[config.mk]
export PLATFORM = sky130hd
export DESIGN_NAME = vector_distance_unit
export DESIGN_NICKNAME = d
export VERILOG_FILES = /design/src/rtl/core/vdu_pkg.sv /design/src/rtl/core/vdu_front.sv /design/src/rtl/core/vdu_queue.sv /design/src/rtl/core/vdu_back.sv /design/src/rtl/core/vector_distance_unit.sv
export SDC_FILE = /design/constraint.sdc
export NUM_CORES = 1
export LEC_CHECK = 0
export ABC_CLOCK_PERIOD_IN_PS = 12100
export BUFFER_PORTS_ARGS = -buffer_cell sky130_fd_sc_hd__buf_4
export CAP_MARGIN = 25
export CORE_ASPECT_RATIO = 1.5
export CORE_UTILIZATION = 60
export CTS_BUF_LIST = sky130_fd_sc_hd__clkbuf_4 sky130_fd_sc_hd__clkbuf_8
export CTS_CLUSTER_DIAMETER = 40
export DETAILED_ROUTE_END_ITERATION = 10
export HOLD_SLACK_MARGIN = 0.1
export PLACE_DENSITY = 0.77
export SLEW_MARGIN = 20
export SYNTH_ARGS = -nofsm -noshare
export SYNTH_HDL_FRONTEND = slang
export SYNTH_SLANG_ARGS = --single-unit
[constraint.sdc]
create_clock -name clk -period 12.1 [get_ports clk]
set_clock_uncertainty 0.2 [all_clocks]
set_input_delay 0.605 -clock clk [delete_from_list [all_inputs] [get_ports clk]]
set_output_delay 0.605 -clock clk [all_outputs]
set_load 0.005 [all_outputs]
[src/rtl/core/vdu_pkg.sv]
// Shared types, constants and state codes of the vector distance unit.
package vdu_pkg;

  localparam int ELEM_FIELD_W   = 16;
  localparam int ELEMENT_WIDTH  = 16;
  localparam int QUEUE_DEPTH    = 4;
  localparam int SUM_W          = 48;
  localparam int ROOT_W         = SUM_W / 2;
  localparam int REM_W          = ROOT_W + 2;
  localparam int STEP_W         = $clog2(ROOT_W);
  localparam int METRIC_W       = 2;

  localparam logic [SUM_W-1:0] SUM_MAX = {SUM_W{1'b1}};

  // Metric register codes; the unused code behaves as squared Euclidean.
  localparam logic [METRIC_W-1:0] METRIC_MANHATTAN = 2'd0;
  localparam logic [METRIC_W-1:0] METRIC_EUCLID    = 2'd1;
  localparam logic [METRIC_W-1:0] METRIC_SQ_EUCLID = 2'd2;

  typedef struct packed {
    logic signed [ELEM_FIELD_W-1:0] a_elem;
    logic signed [ELEM_FIELD_W-1:0] b_elem;
    logic                           last;
  } vdu_in_t;

  typedef struct packed {
    logic [SUM_W-1:0] distance;
    logic             saturated;
  } vdu_out_t;

  // One finished vector, handed from the accumulator to the result stage.
  typedef struct packed {
    logic [SUM_W-1:0] sum;
    logic             ovf;
    logic             root;
  } vdu_job_t;

  typedef enum logic [1:0] {
    BK_IDLE,
    BK_ROOT,
    BK_HOLD
  } vdu_back_state_t;

endpackage

[src/rtl/core/vdu_front.sv]
// Front end: difference, magnitude, square (all metrics but Manhattan) and saturating accumulation per pair.
module vdu_front #(
  parameter int ELEMENT_WIDTH = vdu_pkg::ELEMENT_WIDTH
) (
  input  logic                          clk,
  input  logic                          rst,
  input  logic                          in_fire,
  input  vdu_pkg::vdu_in_t              in_data,
  input  logic [vdu_pkg::METRIC_W-1:0]  metric,
  output logic                          job_push,
  output vdu_pkg::vdu_job_t             job,
  output logic [1:0]                    pending_last
);

  localparam int EW    = ELEMENT_WIDTH;
  localparam int SUM_W = vdu_pkg::SUM_W;

  logic signed [EW-1:0] a_s;
  logic signed [EW-1:0] b_s;
  logic signed [EW:0]   diff;
  logic [EW:0]          mag_full;

  // stage 1: magnitude of the difference
  logic          s1_valid;
  logic [EW-1:0] s1_mag;
  logic          s1_sq;
  logic          s1_root;
  logic          s1_last;

  // stage 2: term to accumulate
  logic            s2_valid;
  logic [2*EW-1:0] s2_term;
  logic            s2_root;
  logic            s2_last;
  logic [2*EW-1:0] term_next;

  // stage 3: running sum
  logic [SUM_W-1:0] running_sum;
  logic             overflow_seen;
  logic [SUM_W:0]   add_full;
  logic [SUM_W-1:0] sum_next;
  logic             ovf_next;

  assign a_s      = in_data.a_elem[EW-1:0];
  assign b_s      = in_data.b_elem[EW-1:0];
  assign diff     = {a_s[EW-1], a_s} - {b_s[EW-1], b_s};
  assign mag_full = diff[EW] ? -diff : diff;

  always_ff @(posedge clk) begin
    if (rst) begin
      s1_valid <= 1'b0;
    end else begin
      s1_valid <= in_fire;
    end
    if (in_fire) begin
      s1_mag  <= mag_full[EW-1:0];
      s1_sq   <= (metric != vdu_pkg::METRIC_MANHATTAN);
      s1_root <= (metric == vdu_pkg::METRIC_EUCLID);
      s1_last <= in_data.last;
    end
  end

  assign term_next = s1_sq ? s1_mag * s1_mag : {{EW{1'b0}}, s1_mag};

  always_ff @(posedge clk) begin
    if (rst) begin
      s2_valid <= 1'b0;
    end else begin
      s2_valid <= s1_valid;
    end
    if (s1_valid) begin
      s2_term <= term_next;
      s2_root <= s1_root;
      s2_last <= s1_last;
    end
  end

  assign add_full = {1'b0, running_sum} + {{(SUM_W+1-2*EW){1'b0}}, s2_term};
  assign sum_next = add_full[SUM_W] ? vdu_pkg::SUM_MAX : add_full[SUM_W-1:0];
  assign ovf_next = overflow_seen | add_full[SUM_W];

  always_ff @(posedge clk) begin
    if (rst) begin
      running_sum   <= '0;
      overflow_seen <= 1'b0;
    end else if (s2_valid) begin
      if (s2_last) begin
        running_sum   <= '0;
        overflow_seen <= 1'b0;
      end else begin
        running_sum   <= sum_next;
        overflow_seen <= ovf_next;
      end
    end
  end

  assign job_push     = s2_valid & s2_last;
  assign job.sum      = sum_next;
  assign job.ovf      = ovf_next;
  assign job.root     = s2_root;
  assign pending_last = {1'b0, s1_valid & s1_last} + {1'b0, s2_valid & s2_last};

endmodule

[src/rtl/core/vdu_queue.sv]
// Short job queue between the accumulator and the result stage.
module vdu_queue #(
  parameter int QUEUE_DEPTH = vdu_pkg::QUEUE_DEPTH
) (
  input  logic                             clk,
  input  logic                             rst,
  input  logic                             push,
  input  vdu_pkg::vdu_job_t                push_data,
  input  logic                             pop,
  output vdu_pkg::vdu_job_t                head,
  output logic                             empty,
  output logic [$clog2(QUEUE_DEPTH+1)-1:0] count
);

  localparam int PW = (QUEUE_DEPTH > 1) ? $clog2(QUEUE_DEPTH) : 1;
  localparam int CW = $clog2(QUEUE_DEPTH+1);
  localparam logic [PW-1:0] LAST_SLOT = PW'(QUEUE_DEPTH - 1);

  vdu_pkg::vdu_job_t slots [QUEUE_DEPTH];
  logic [PW-1:0] wr_ptr;
  logic [PW-1:0] rd_ptr;

  always_ff @(posedge clk) begin
    if (push) begin
      slots[wr_ptr] <= push_data;
    end
  end

  always_ff @(posedge clk) begin
    if (rst) begin
      wr_ptr <= '0;
      rd_ptr <= '0;
      count  <= '0;
    end else begin
      if (push) begin
        wr_ptr <= (wr_ptr == LAST_SLOT) ? '0 : wr_ptr + 1'b1;
      end
      if (pop) begin
        rd_ptr <= (rd_ptr == LAST_SLOT) ? '0 : rd_ptr + 1'b1;
      end
      unique case ({push, pop})
        2'b10:   count <= count + CW'(1);
        2'b01:   count <= count - CW'(1);
        default: count <= count;
      endcase
    end
  end

  assign head  = slots[rd_ptr];
  assign empty = (count == '0);

endmodule

[src/rtl/core/vdu_back.sv]
// Result stage: optional bit-serial square root and the output register.
module vdu_back (
  input  logic                 clk,
  input  logic                 rst,
  input  vdu_pkg::vdu_job_t    head,
  input  logic                 empty,
  output logic                 pop,
  output logic                 out_valid,
  input  logic                 out_ready,
  output vdu_pkg::vdu_out_t    out_data
);

  localparam int SUM_W  = vdu_pkg::SUM_W;
  localparam int ROOT_W = vdu_pkg::ROOT_W;
  localparam int REM_W  = vdu_pkg::REM_W;
  localparam int STEP_W = vdu_pkg::STEP_W;
  localparam logic [STEP_W-1:0] LAST_STEP = STEP_W'(ROOT_W - 1);

  vdu_pkg::vdu_back_state_t state, state_next;

  logic [SUM_W-1:0]  radicand;
  logic [REM_W-1:0]  rem;
  logic [ROOT_W-1:0] root;
  logic [STEP_W-1:0] step;
  logic              ovf;

  logic [REM_W-1:0]  rem_sh;
  logic [REM_W-1:0]  trial;
  logic              take;
  logic [ROOT_W-1:0] root_next;

  always_ff @(posedge clk) begin
    if (rst) begin
      state <= vdu_pkg::BK_IDLE;
    end else begin
      state <= state_next;
    end
  end

  always_comb begin
    state_next = state;
    pop        = 1'b0;
    out_valid  = 1'b0;
    unique case (state)
      vdu_pkg::BK_IDLE: begin
        if (!empty) begin
          pop        = 1'b1;
          state_next = head.root ? vdu_pkg::BK_ROOT : vdu_pkg::BK_HOLD;
        end
      end
      vdu_pkg::BK_ROOT: begin
        if (step == LAST_STEP) begin
          state_next = vdu_pkg::BK_HOLD;
        end
      end
      vdu_pkg::BK_HOLD: begin
        out_valid = 1'b1;
        if (out_ready) begin
          state_next = vdu_pkg::BK_IDLE;
        end
      end
      default: state_next = vdu_pkg::BK_IDLE;
    endcase
  end

  // one result bit per cycle, two radicand bits brought down each step
  assign rem_sh    = {rem[REM_W-3:0], radicand[SUM_W-1:SUM_W-2]};
  assign trial     = {root, 2'b01};
  assign take      = (rem_sh >= trial);
  assign root_next = {root[ROOT_W-2:0], take};

  always_ff @(posedge clk) begin
    unique case (state)
      vdu_pkg::BK_IDLE: begin
        radicand <= head.sum;
        ovf      <= head.ovf;
        rem      <= '0;
        root     <= '0;
        step     <= '0;
        if (!empty && !head.root) begin
          out_data.distance  <= head.sum;
          out_data.saturated <= head.ovf;
        end
      end
      vdu_pkg::BK_ROOT: begin
        radicand <= {radicand[SUM_W-3:0], 2'b00};
        rem      <= take ? rem_sh - trial : rem_sh;
        root     <= root_next;
        step     <= step + 1'b1;
        if (step == LAST_STEP) begin
          out_data.distance  <= {{(SUM_W-ROOT_W){1'b0}}, root_next};
          out_data.saturated <= ovf;
        end
      end
      default: begin
        radicand <= radicand;
      end
    endcase
  end

endmodule

[src/rtl/core/vector_distance_unit.sv]
// Top level of the vector distance unit: metric register, front end, job queue, result stage.
//
// Vectors stream in as one coordinate pair per transfer, the final pair flagged by last.
// The front end takes one pair every cycle while in_ready is high: it forms |a-b| or (a-b)^2
// under the metric in force when the pair is accepted and adds it into a 48-bit sum that clamps
// at 2^48-1 and sets saturated. On the last pair, after the stage 1 and stage 2 registers, the
// finished sum enters a queue of QUEUE_DEPTH jobs. The result stage drains the queue: squared
// Euclidean and Manhattan results go from IDLE to HOLD, a square root runs through ROOT first
// (one root bit per cycle from a shared compare-and-subtract step, 24 steps), and a new job is
// taken only after the last result leaves HOLD. Input transfers stall only while the queue
// together with the final pairs still in the front pipeline fills all QUEUE_DEPTH slots.
// Write the metric (0 Manhattan, 1 Euclidean, 2 or 3 squared Euclidean) only while idle.
module vector_distance_unit #(
  parameter int ELEMENT_WIDTH = vdu_pkg::ELEMENT_WIDTH,
  parameter int QUEUE_DEPTH   = vdu_pkg::QUEUE_DEPTH
) (
  input  logic                         clk,
  input  logic                         rst,
  input  logic                         in_valid,
  output logic                         in_ready,
  input  vdu_pkg::vdu_in_t             in_data,
  output logic                         out_valid,
  input  logic                         out_ready,
  output vdu_pkg::vdu_out_t            out_data,
  input  logic                         cfg_we,
  input  logic [vdu_pkg::METRIC_W-1:0] cfg_data
);

  localparam int CW = $clog2(QUEUE_DEPTH+1);

  logic [vdu_pkg::METRIC_W-1:0] metric;
  logic                         in_fire;
  logic                         job_push;
  logic                         job_pop;
  vdu_pkg::vdu_job_t            job;
  vdu_pkg::vdu_job_t            head;
  logic                         q_empty;
  logic [CW-1:0]                q_count;
  logic [1:0]                   pending_last;
  logic [CW:0]                  committed;

  // metric register; the user must write it only between vectors, the block does not enforce it
  always_ff @(posedge clk) begin
    if (rst) begin
      metric <= vdu_pkg::METRIC_MANHATTAN;
    end else if (cfg_we) begin
      metric <= cfg_data;
    end
  end

  // reserve a queue slot for every final pair still in the front pipeline
  assign committed = {1'b0, q_count} + {{(CW-1){1'b0}}, pending_last};
  assign in_ready  = (committed < (CW+1)'(QUEUE_DEPTH));
  assign in_fire   = in_valid & in_ready;

  vdu_front #(
    .ELEMENT_WIDTH (ELEMENT_WIDTH)
  ) u_front (
    .clk          (clk),
    .rst          (rst),
    .in_fire      (in_fire),
    .in_data      (in_data),
    .metric       (metric),
    .job_push     (job_push),
    .job          (job),
    .pending_last (pending_last)
  );

  vdu_queue #(
    .QUEUE_DEPTH (QUEUE_DEPTH)
  ) u_queue (
    .clk       (clk),
    .rst       (rst),
    .push      (job_push),
    .push_data (job),
    .pop       (job_pop),
    .head      (head),
    .empty     (q_empty),
    .count     (q_count)
  );

  vdu_back u_back (
    .clk       (clk),
    .rst       (rst),
    .head      (head),
    .empty     (q_empty),
    .pop       (job_pop),
    .out_valid (out_valid),
    .out_ready (out_ready),
    .out_data  (out_data)
  );

  // the credit check must keep the queue from ever taking a job while full
  a_no_overflow: assert property (@(posedge clk) disable iff (rst)
    job_push && !job_pop |-> (q_count < CW'(QUEUE_DEPTH)))
    else $error("job queue written while full");

  a_count_range: assert property (@(posedge clk) disable iff (rst)
    q_count <= CW'(QUEUE_DEPTH))
    else $error("job queue count out of range");

  // a job without a root shows up unchanged in the output register
  a_pass_through: assert property (@(posedge clk) disable iff (rst)
    job_pop && !head.root |=> out_valid && (out_data.distance == $past(head.sum))
      && (out_data.saturated == $past(head.ovf)))
    else $error("pass-through result does not match its job");

endmodule

==> results.toml, run 1 <==
[cells_and_area]
drive_above_1_share_pct = 12.4
mostFrequentLayoutCell = "edfxtp_1"
area_delta_synth_final_pct = 9.69
layout_common_cells = "404 x edfxtp_1, 353 x inv_1, 247 x nand2_1"
nNetsFinal = 3079

[logic_synthesis]
avgSynthCellArea_um2 = 11.4
synth_area_um2 = 29600
yosys-top-cells-area = "edfxtp_1 41%, fa_1 11%, ha_1 7.7%"
synth_cell_type_count = 79
ys.flop_type = "edfxtp_1"
syn_nets = 2989
synth_seq_cells = 468
yosys.area.top_type_share_pct = 41.0
synth_edf_count = 404
ys_seq_area_share_pct = 45.4
yosys.area.top_type = "edfxtp_1"
netlist_instances = 2599
async_flop_share_pct = 0
yosysWarnings = 0

[sta]
worst_pin_slew_ns = 0.960
finalSetupViolations = 0
layout_setup_ws_ns = 4.76
whs_ns = 0.235
period_share_pct = 60.6
relSlewSlack_pct = 35.1
fmax_ghz = 0.136
tns_ns = 0
period_needed_ns = 7.34
hold_viol = 0
rsz0062_at_grt = "no"
slew_viol_final = 0

[setup_path]
arrival_ns = 7.50
criticalPathCategory = "flip-flop to flip-flop"
startpoint_type = "flip-flop"
critPathRequiredTime_ns = 12.27
crit_slowest_cell = "edfxtp_1"
critPathCaptureType = "flip-flop"
cpPeakStageDelay_ns = 0.65
path_max_fanout = 20
crit_path_cell_trace = "and2_1 -> fa_1 -> inv_1 -> fa_1 -> inv_1 -> fa_1 -> inv_1 -> fa_1 -> inv_1 -> fa_1 -> inv_1 -> fa_1 -> inv_1 -> ha_1 -> a21o_1 -> a21oi_1 -> o21bai_1 -> and2_0 -> or4_1 -> o311ai_1 -> a31oi_1 -> xor2_1 -> and2_1"

[detailed_routing]
routed_wirelength_um = 64500
drtPass1Iterations = 5
vias_per_cell = 5.73
drc = 0
vias = 19500
postRouteAntennaNets = 0
drt_iter0_markers = 1251
route.detailed.wl_per_inst_um = 19.0

[floorplan]
dieHeight_um = 274
core-area_um2 = 48700
num_io_pins = 91
die_area_um2 = 50200
num_rows = 99
die_x_um = 183
start_util_pct = 60.7

[clock_network]
cts_buffers = 69
cts_tree = "yes"
cts_setup_buffers = 0
clk_pin_slew_ns = 0.07
root_buffer = "clkbuf_8"
clock-sinks = 468
clock_latency_ns = 0.63
cts_max_level = 3
cts_buffer_depth = 3

[global_routing]
overflow = 0
grt_max_degree = 93
grt_pass1_vias = 20300
use_met1_pct = 28.6
use_met3_pct = 3.36
grt.busiest_layer = "met2"
use_met2_pct = 49.8
antenna_found_initial = 1
grt_util_all_layers_pct = 26.7
grt_pass1_wl_um = 104000

[place]
port_buffers = 90
gp_congestion = 0.913
hpwl_um = 49300
dp_slack_ns = 4.83

[run_status]
status = "completed"

[hold_path]
min_path_type = "flip-flop to flip-flop"

[job]
cap_violations = 0
==> cell families after synthesis <==
group	Yosys count	share of synthesized area, %
and+or+nand+nor	679	11.0
buffers and inverters	451	5.77
adders and majority gates	350	19.0
DFF	468	45.4
xor gates and xnor gates	126	3.80
AOI/OAI and AO/OA	433	9.71
muxes	92	5.30
==> state kept, by name, summed over array words and instances (netlist names), 3 cells and up, named ones only <==
register	flops
u_front.s1_mag	16
u_queue.slots	200
u_queue.count	3
u_back.root	24
u_back.rem	24
u_front.running_sum	48
u_back.step	5
u_back.radicand	48
u_front.s2_term	32
u_back.out_data	49
==> synth_stat cells, types with 43 or more instances <==
cell,count
edfxtp_1,404
clkbuf_1,79
dfxtp_1,64
inv_1,354
fa_1,167
xnor2_1,83
nor2b_1,43
ha_1,183
and2_1,66
nand2_1,248
mux4_2,50
a21oi_1,107
a21o_1,62
o21ai_0,81
nor2_1,143
==> worst paths after layout <==
path                                        start                   to  slack (ns)  depth (start not counted)
worst min-delay path              u_front.s1_root      u_front.s2_root        0.24                          0
worst min register to register    u_front.s1_root      u_front.s2_root        0.24                          0
worst max-delay path            u_front.s1_mag[1]  u_front.s2_term[28]        4.76                         23
worst max register to register  u_front.s1_mag[1]  u_front.s2_term[28]        4.76                         23
==> layout make-up <==
class / instances / area (um^2)
Antenna cell: 1 / 2.50
Clock buffer: 103 / 1280
Clock inverter: 21 / 195
Fill cell: 3657 / 16200
Inverter: 354 / 1330
Multi-Input combinational cell: 1680 / 14500
Sequential cell: 468 / 13400
Tap cell: 656 / 821
Timing Repair Buffer: 116 / 893
==> layer usage <==
layer / vias up / part of all wire, % / routed length, um
li1: 9225 / - / -
met1: 9561 / 36 / 23200
met2: 517 / 54 / 35100
met3: 184 / 3.6 / 2310
met4: 0 / 6.0 / 3900
met5: - / 0 / 0
==> metrics by stage <==
step	cell area, um^2	util, %	std cells
6_report	32400	66.6	3399
3_5_place_dp	30900	63.4	3265
5_1_grt	32400	66.6	3399
4_1_cts	32400	66.6	3398
3_3_place_gp	30900	63.4	3264
2_1_floorplan	29600	-	2599
==> critical path: cells and delay by family (launching register included) <==
kind / cells / cell delay, ns
AO/OA/AOI/OAI: 5 / 1.08
XOR/XNOR: 1 / 0.15
adder cells (fa/ha/maj): 7 / 3.44
buffers and inverters: 6 / 0.30
flip-flops: 1 / 0.65
AND/OR/NAND/NOR: 4 / 1.25
==> repair_timing <==
action,CTS,global route
hold buffers,9,0
hold endpoints to repair,10,0
gates resized for setup,0,0
Power of run 1 is not shown: default switching activity piles up to over one toggle a cycle in this logic, so the estimate is an artifact.
==> run 2: changes to the inputs <==
--- a/config.mk
+++ b/config.mk
@@ -5,16 +5,16 @@
 export SDC_FILE = /design/constraint.sdc
 export NUM_CORES = 1
 export LEC_CHECK = 0
-export ABC_CLOCK_PERIOD_IN_PS = 12100
+export ABC_CLOCK_PERIOD_IN_PS = 6200
 export BUFFER_PORTS_ARGS = -buffer_cell sky130_fd_sc_hd__buf_4
 export CAP_MARGIN = 25
 export CORE_ASPECT_RATIO = 1.5
-export CORE_UTILIZATION = 60
+export CORE_UTILIZATION = 59
 export CTS_BUF_LIST = sky130_fd_sc_hd__clkbuf_4 sky130_fd_sc_hd__clkbuf_8
 export CTS_CLUSTER_DIAMETER = 40
 export DETAILED_ROUTE_END_ITERATION = 10
 export HOLD_SLACK_MARGIN = 0.1
-export PLACE_DENSITY = 0.77
+export PLACE_DENSITY = 0.79
 export SLEW_MARGIN = 20
 export SYNTH_ARGS = -nofsm -noshare
 export SYNTH_HDL_FRONTEND = slang
==> constraint.sdc (replaced) <==
create_clock -name clk -period 6.2 [get_ports clk]
set_clock_uncertainty 0.2 [all_clocks]
set_input_delay 0.31 -clock clk [delete_from_list [all_inputs] [get_ports clk]]
set_output_delay 0.31 -clock clk [all_outputs]
set_load 0.005 [all_outputs]
==> run 2 against run 1 <==
Against the previous run: the run now ends with design-rule violations, negative setup slack left; worst setup slack got worse by 5.0 ns; via count rose by 5.0%; worst hold slack got worse by 0.11 ns; die area rose by 1.7%; critical endpoint is now u_front.s2_term[22]; highest routed layer unchanged.
==> results.toml, run 2 (synthesis gave the netlist of run 1 again) <==
[setup_path]
crit_path_cell_trace = "buf_6 -> buf_4 -> nand2_2 -> inv_1 -> fa_1 -> inv_1 -> fa_1 -> inv_1 -> fa_1 -> fa_1 -> fa_1 -> inv_1 -> fa_2 -> inv_1 -> ha_4 -> a21oi_2 -> nor2b_1 -> o21ai_1 -> a31oi_1 -> or4_4 -> buf_4 -> a21oi_1 -> nor2b_1 -> o311a_1"
reg2reg_to = "u_front.s2_term[22]"
crit_family = "adder cells"
path_buf_inv = 8
r2r-start = "u_front.s1_mag[4]"
path_max_fanout = 4
arrival_ns = 6.59
cpPeakStageDelay_ns = 0.58
crit_slowest_cell = "or4_4"
critPathCaptureType = "flip-flop"
regToRegSetupSlack_ns = -0.24
startpoint_type = "flip-flop"
critPathRequiredTime_ns = 6.35
criticalPathCategory = "flip-flop to flip-flop"
r2r_cells = 24

[hold_path]
min_path_type = "input pin to flip-flop"
worstHoldStart = "in_data[31]"
worstHoldEndpoint = "u_front.s1_mag[15]"
min_path_cells = 5

[detailed_routing]
routed_wirelength_um = 67000
drt_iter0_markers = 1251
vias = 20500
route.met2.wl_um = 36800
met3_length_um = 2550
wl_met1_um = 23700
drc = 1
vias_per_cell = 5.73
drtPass1Iterations = 8
top_layer = "met4"
postRouteAntennaNets = 0
route.detailed.wl_per_inst_um = 18.8

[run_status]
status = "finished, violations left"
violations = "design-rule violations, negative setup slack"

[clock_network]
root_buffer = "clkbuf_8"
clock-sinks = 468
cts_max_level = 3
cts_buffers = 70
clock_latency_ns = 0.63
cts_buffer_depth = 3
clk_pin_slew_ns = 0.06
cts_tree = "yes"

[sta]
fmax_ghz = 0.155
hold_viol = 0
period_needed_ns = 6.44
finalSetupViolations = 12
period_share_pct = 104
whs_ns = 0.120
slew_viol_final = 0
rsz0062_at_grt = "yes"
layout_setup_ws_ns = -0.244
worst_pin_slew_ns = 1.01
relSlewSlack_pct = 31.9

[global_routing]
grt_max_degree = 93
grt_pass1_vias = 21600
antenna_found_initial = 1
grt_pass1_wl_um = 107000
overflow = 0
grt_util_all_layers_pct = 26.7

[floorplan]
die_area_um2 = 51000
num_io_pins = 91
start_util_pct = 59.7
core-area_um2 = 49500
dieHeight_um = 276
die_x_um = 185
num_rows = 100

[place]
hpwl_um = 49900
port_buffers = 90
gp_congestion = 0.941
dp_slack_ns = -0.311

[cells_and_area]
mostFrequentLayoutCell = "edfxtp_1"
nNetsFinal = 3241
fin_util_pct = 69.5
area_delta_synth_final_pct = 16.5
largest_reg_flops = 200
layout_common_cells = "404 x edfxtp_1, 336 x inv_1, 238 x buf_4"
regMostFlops = "u_queue.slots"
drive_above_1_share_pct = 20.4
largestRegisters = "u_queue.slots: 200 flops, u_back.out_data: 49 flops"

[job]
cap_violations = 0
run 2: changes by cell type in the layout (fill, tap and decap cells not counted), moves of 13 or more:
cell     change
ha_4        +13
inv_1       -17
buf_4      +131
ha_1        -17
nand2_1     -13
inv_2       +16
buf_6       +21
run 2: per-stage QoR:
stage	instance area (um^2)	TNS (ns)	std cells
2_1_floorplan	29900	-0.0542	2599
3_3_place_gp	32000	-0.783	3397
3_5_place_dp	32000	-1.91	3397
4_1_cts	34100	-0.865	3558
5_1_grt	34500	-4.17	3571
6_report	34500	-1.71	3571
run 2: per-layer routing:
layer	track usage [%]	vias to the layer above
li1	-	9559
met1	27.7	10100
met2	50.5	583
met3	3.31	200
met4	15.6	0
met5	0	-
run 2: final cells by class:
type	instances	area (um^2)
Antenna cell	1	2.50
Clock inverter	45	482
Fill cell	3454	15100
Clock buffer	83	1070
Multi-Input combinational cell	1680	15100
Inverter	354	1330
Tap cell	663	830
Sequential cell	468	13400
Timing Repair Buffer	277	2250
run 2: worst register-to-register path, delay by kind of cell (launching register included):
family / cells / cell delay, ns
adders and majority gates: 7 / 3.19
AOI/OAI and AO/OA: 5 / 0.84
and+or+nand+nor: 4 / 0.75
buffers and inverters: 8 / 0.74
DFF: 1 / 0.42
run 2: what timing repair did:
item / in CTS / in global routing
buffers inserted: 20 / 16
pin swaps: 33 / 51
gates cloned: 1 / 0
gates resized for setup: 52 / 70
endpoints found under the setup margin: 13 / 18
hold buffers: 14 / 0
endpoints found under the hold margin: 20 / 0
run 2: how the worst max path moves through the flow:
stage                     slack (ns)                   to          startpoint  cells past startpoint
after CTS                      -0.25  u_front.s2_term[28]   u_front.s1_mag[6]                     23
after global routing           -0.44  u_front.s2_term[28]  u_front.s1_mag[10]                     23
after floorplan                -0.05  u_front.s2_term[28]   u_front.s1_mag[1]                     25
after detailed placement       -0.31  u_front.s2_term[28]   u_front.s1_mag[4]                     23
final                          -0.24  u_front.s2_term[22]   u_front.s1_mag[4]                     24
after global placement         -0.21  u_front.s2_term[28]   u_front.s1_mag[4]                     23
Power of run 2 is left out for the same reason.
==> run 3: changes to the inputs <==
--- a/config.mk
+++ b/config.mk
@@ -14,7 +14,7 @@
 export CTS_CLUSTER_DIAMETER = 40
 export DETAILED_ROUTE_END_ITERATION = 10
 export HOLD_SLACK_MARGIN = 0.1
-export PLACE_DENSITY = 0.79
+export PLACE_DENSITY = 0.85
 export SLEW_MARGIN = 20
 export SYNTH_ARGS = -nofsm -noshare
 export SYNTH_HDL_FRONTEND = slang
==> constraint.sdc (replaced) <==
create_clock -name clk -period 6.2 [get_ports clk]
set_clock_uncertainty 0.2 [all_clocks]
set_input_delay 0.62 -clock clk [delete_from_list [all_inputs] [get_ports clk]]
set_output_delay 0.62 -clock clk [all_outputs]
set_load 0.005 [all_outputs]
==> run 3 against run 2 <==
Against the previous run: the run ends with negative setup slack left; non-clock buffer count decreased by 8; core utilization decreased by 0.65 points; flip-flop and latch count unchanged; critical path type unchanged.
==> results.toml, run 3 (synthesis gave the netlist of run 1 again) <==
[clock_network]
root_buffer = "clkbuf_8"
cts_buffers = 68
cts_buffer_depth = 3
cts_max_level = 3
cts_tree = "yes"
clock_latency_ns = 0.62
clk_pin_slew_ns = 0.06
clock-sinks = 468

[setup_path]
startpoint_type = "flip-flop"
cp-endpoint = "u_front.s2_term[28]"
reg2reg_to = "u_front.s2_term[28]"
regToRegSetupSlack_ns = -0.30
criticalPathCategory = "flip-flop to flip-flop"
critPathRequiredTime_ns = 6.35
startpoint = "u_front.s1_mag[3]"
r2r_cells = 25
critPathCaptureType = "flip-flop"
r2r-start = "u_front.s1_mag[3]"
path_max_fanout = 5
arrival_ns = 6.65

[detailed_routing]
postRouteAntennaNets = 0
drtPass1Iterations = 5
vias = 20500
drt_iter0_markers = 1332
route.detailed.wl_per_inst_um = 19.1
drc = 0
routed_wirelength_um = 67800
vias_per_cell = 5.77

[global_routing]
grt_pass1_wl_um = 109000
grt_util_all_layers_pct = 27.2
antenna_found_initial = 1
grt_pass1_vias = 22100
overflow = 0
grt_max_degree = 94

[floorplan]
die_area_um2 = 51000
dieHeight_um = 276
start_util_pct = 59.7
num_io_pins = 91
num_rows = 100
core-area_um2 = 49500
die_x_um = 185

[hold_path]
min_path_type = "input pin to flip-flop"
worstHoldStart = "rst"

[place]
gp_congestion = 0.939
dp_slack_ns = -0.490
hpwl_um = 50800
port_buffers = 90

[cells_and_area]
area_delta_synth_final_pct = 15.4
largestRegisters = "u_queue.slots: 200 flops, u_back.out_data: 49 flops"
regMostFlops = "u_queue.slots"
fin_util_pct = 68.9
nNetsFinal = 3231
fill_cells = 3349
layout_common_cells = "404 x edfxtp_1, 333 x inv_1, 245 x buf_4"
regArea_um2 = 13400
multi_input_area_um2 = 15000
mostFrequentLayoutCell = "edfxtp_1"
drive_above_1_share_pct = 20.2
largest_reg_flops = 200

[sta]
period_share_pct = 105
relSlewSlack_pct = 36.2
finalSetupViolations = 6
layout_setup_ws_ns = -0.302
worst_pin_slew_ns = 0.957
rsz0062_at_grt = "yes"
slew_viol_final = 0
fmax_ghz = 0.154
period_needed_ns = 6.50
hold_viol = 0

[run_status]
violations = "negative setup slack"
status = "finished, violations left"

[job]
cap_violations = 0
run 3: changes by cell type in the layout (fill, tap and decap cells not counted), sizes merged:
cell and change:
clkinv -4, clkbuf +7, clkinvlp -2, bufinv -4, dlygate4sd3 -9, inv -1
buf +1
run 3: how the worst min path moves through the flow:
stage | endpoint | slack [ns] | cells past startpoint
global placement | u_front.s2_root | 0.20 | 0
CTS | u_queue.count[0] | 0.11 | 2
floorplan | u_front.s2_root | 0.20 | 0
global route | u_queue.count[0] | 0.13 | 2
finish | metric[0] | 0.16 | 2
detailed placement | u_front.s2_root | 0.21 | 0
run 3: timing repair:
action | in CTS | in global routing
buffers inserted | 12 | 13
hold endpoints to repair | 3 | 0
pin swaps | 38 | 27
hold buffers | 5 | 0
resized for setup | 47 | 61
setup endpoints to repair | 17 | 19
run 3: layout make-up:
type,instances,share of cell area [%]
Clock buffer,90,3.26
Clock inverter,34,0.928
Tap cell,663,2.43
Antenna cell,1,0.00733
Inverter,354,3.90
Multi-Input combinational cell,1680,44.0
Timing Repair Buffer,269,6.19
Sequential cell,468,39.3
run 3: worst max-delay path: stages, from the launching register on:
cell and delay (ns):
edfxtp_1 0.41, buf_6 0.16, nand2_4 0.07, inv_2 0.03
fa_1 0.47, inv_1 0.05, fa_1 0.49, inv_2 0.04
fa_1 0.50, inv_1 0.05, fa_1 0.49, inv_2 0.04
fa_1 0.55, inv_2 0.05, fa_1 0.52, inv_2 0.05
ha_4 0.21, a21o_1 0.16, a21oi_2 0.17, o21bai_1 0.11
and2_1 0.17, or4_4 0.49, o311ai_4 0.27, a31oi_2 0.14
xor2_1 0.17, and2_1 0.16
run 3: per-stage QoR:
stage               instance area (um^2)  instances  hold WS [ns]  setup TNS, ns
global placement                   32100       3407         0.202          -1.76
finish                             34100       3559         0.159          -1.14
detailed placement                 32100       3407         0.212          -3.03
global route                       34100       3559         0.132          -2.68
floorplan                          29900       2599         0.200        -0.0542
CTS                                33800       3548         0.105          -1.20
run 3: layer usage:
layer  up-vias  part of all wire [%]  GRT usage (%)
li1       9522                     -              -
met1     10100                    34           28.0
met2       719                    55           51.6
met3       234                   4.3           3.41
met4         0                   6.5           16.3
met5         -                     0              0
Power of run 3 is left out for the same reason.
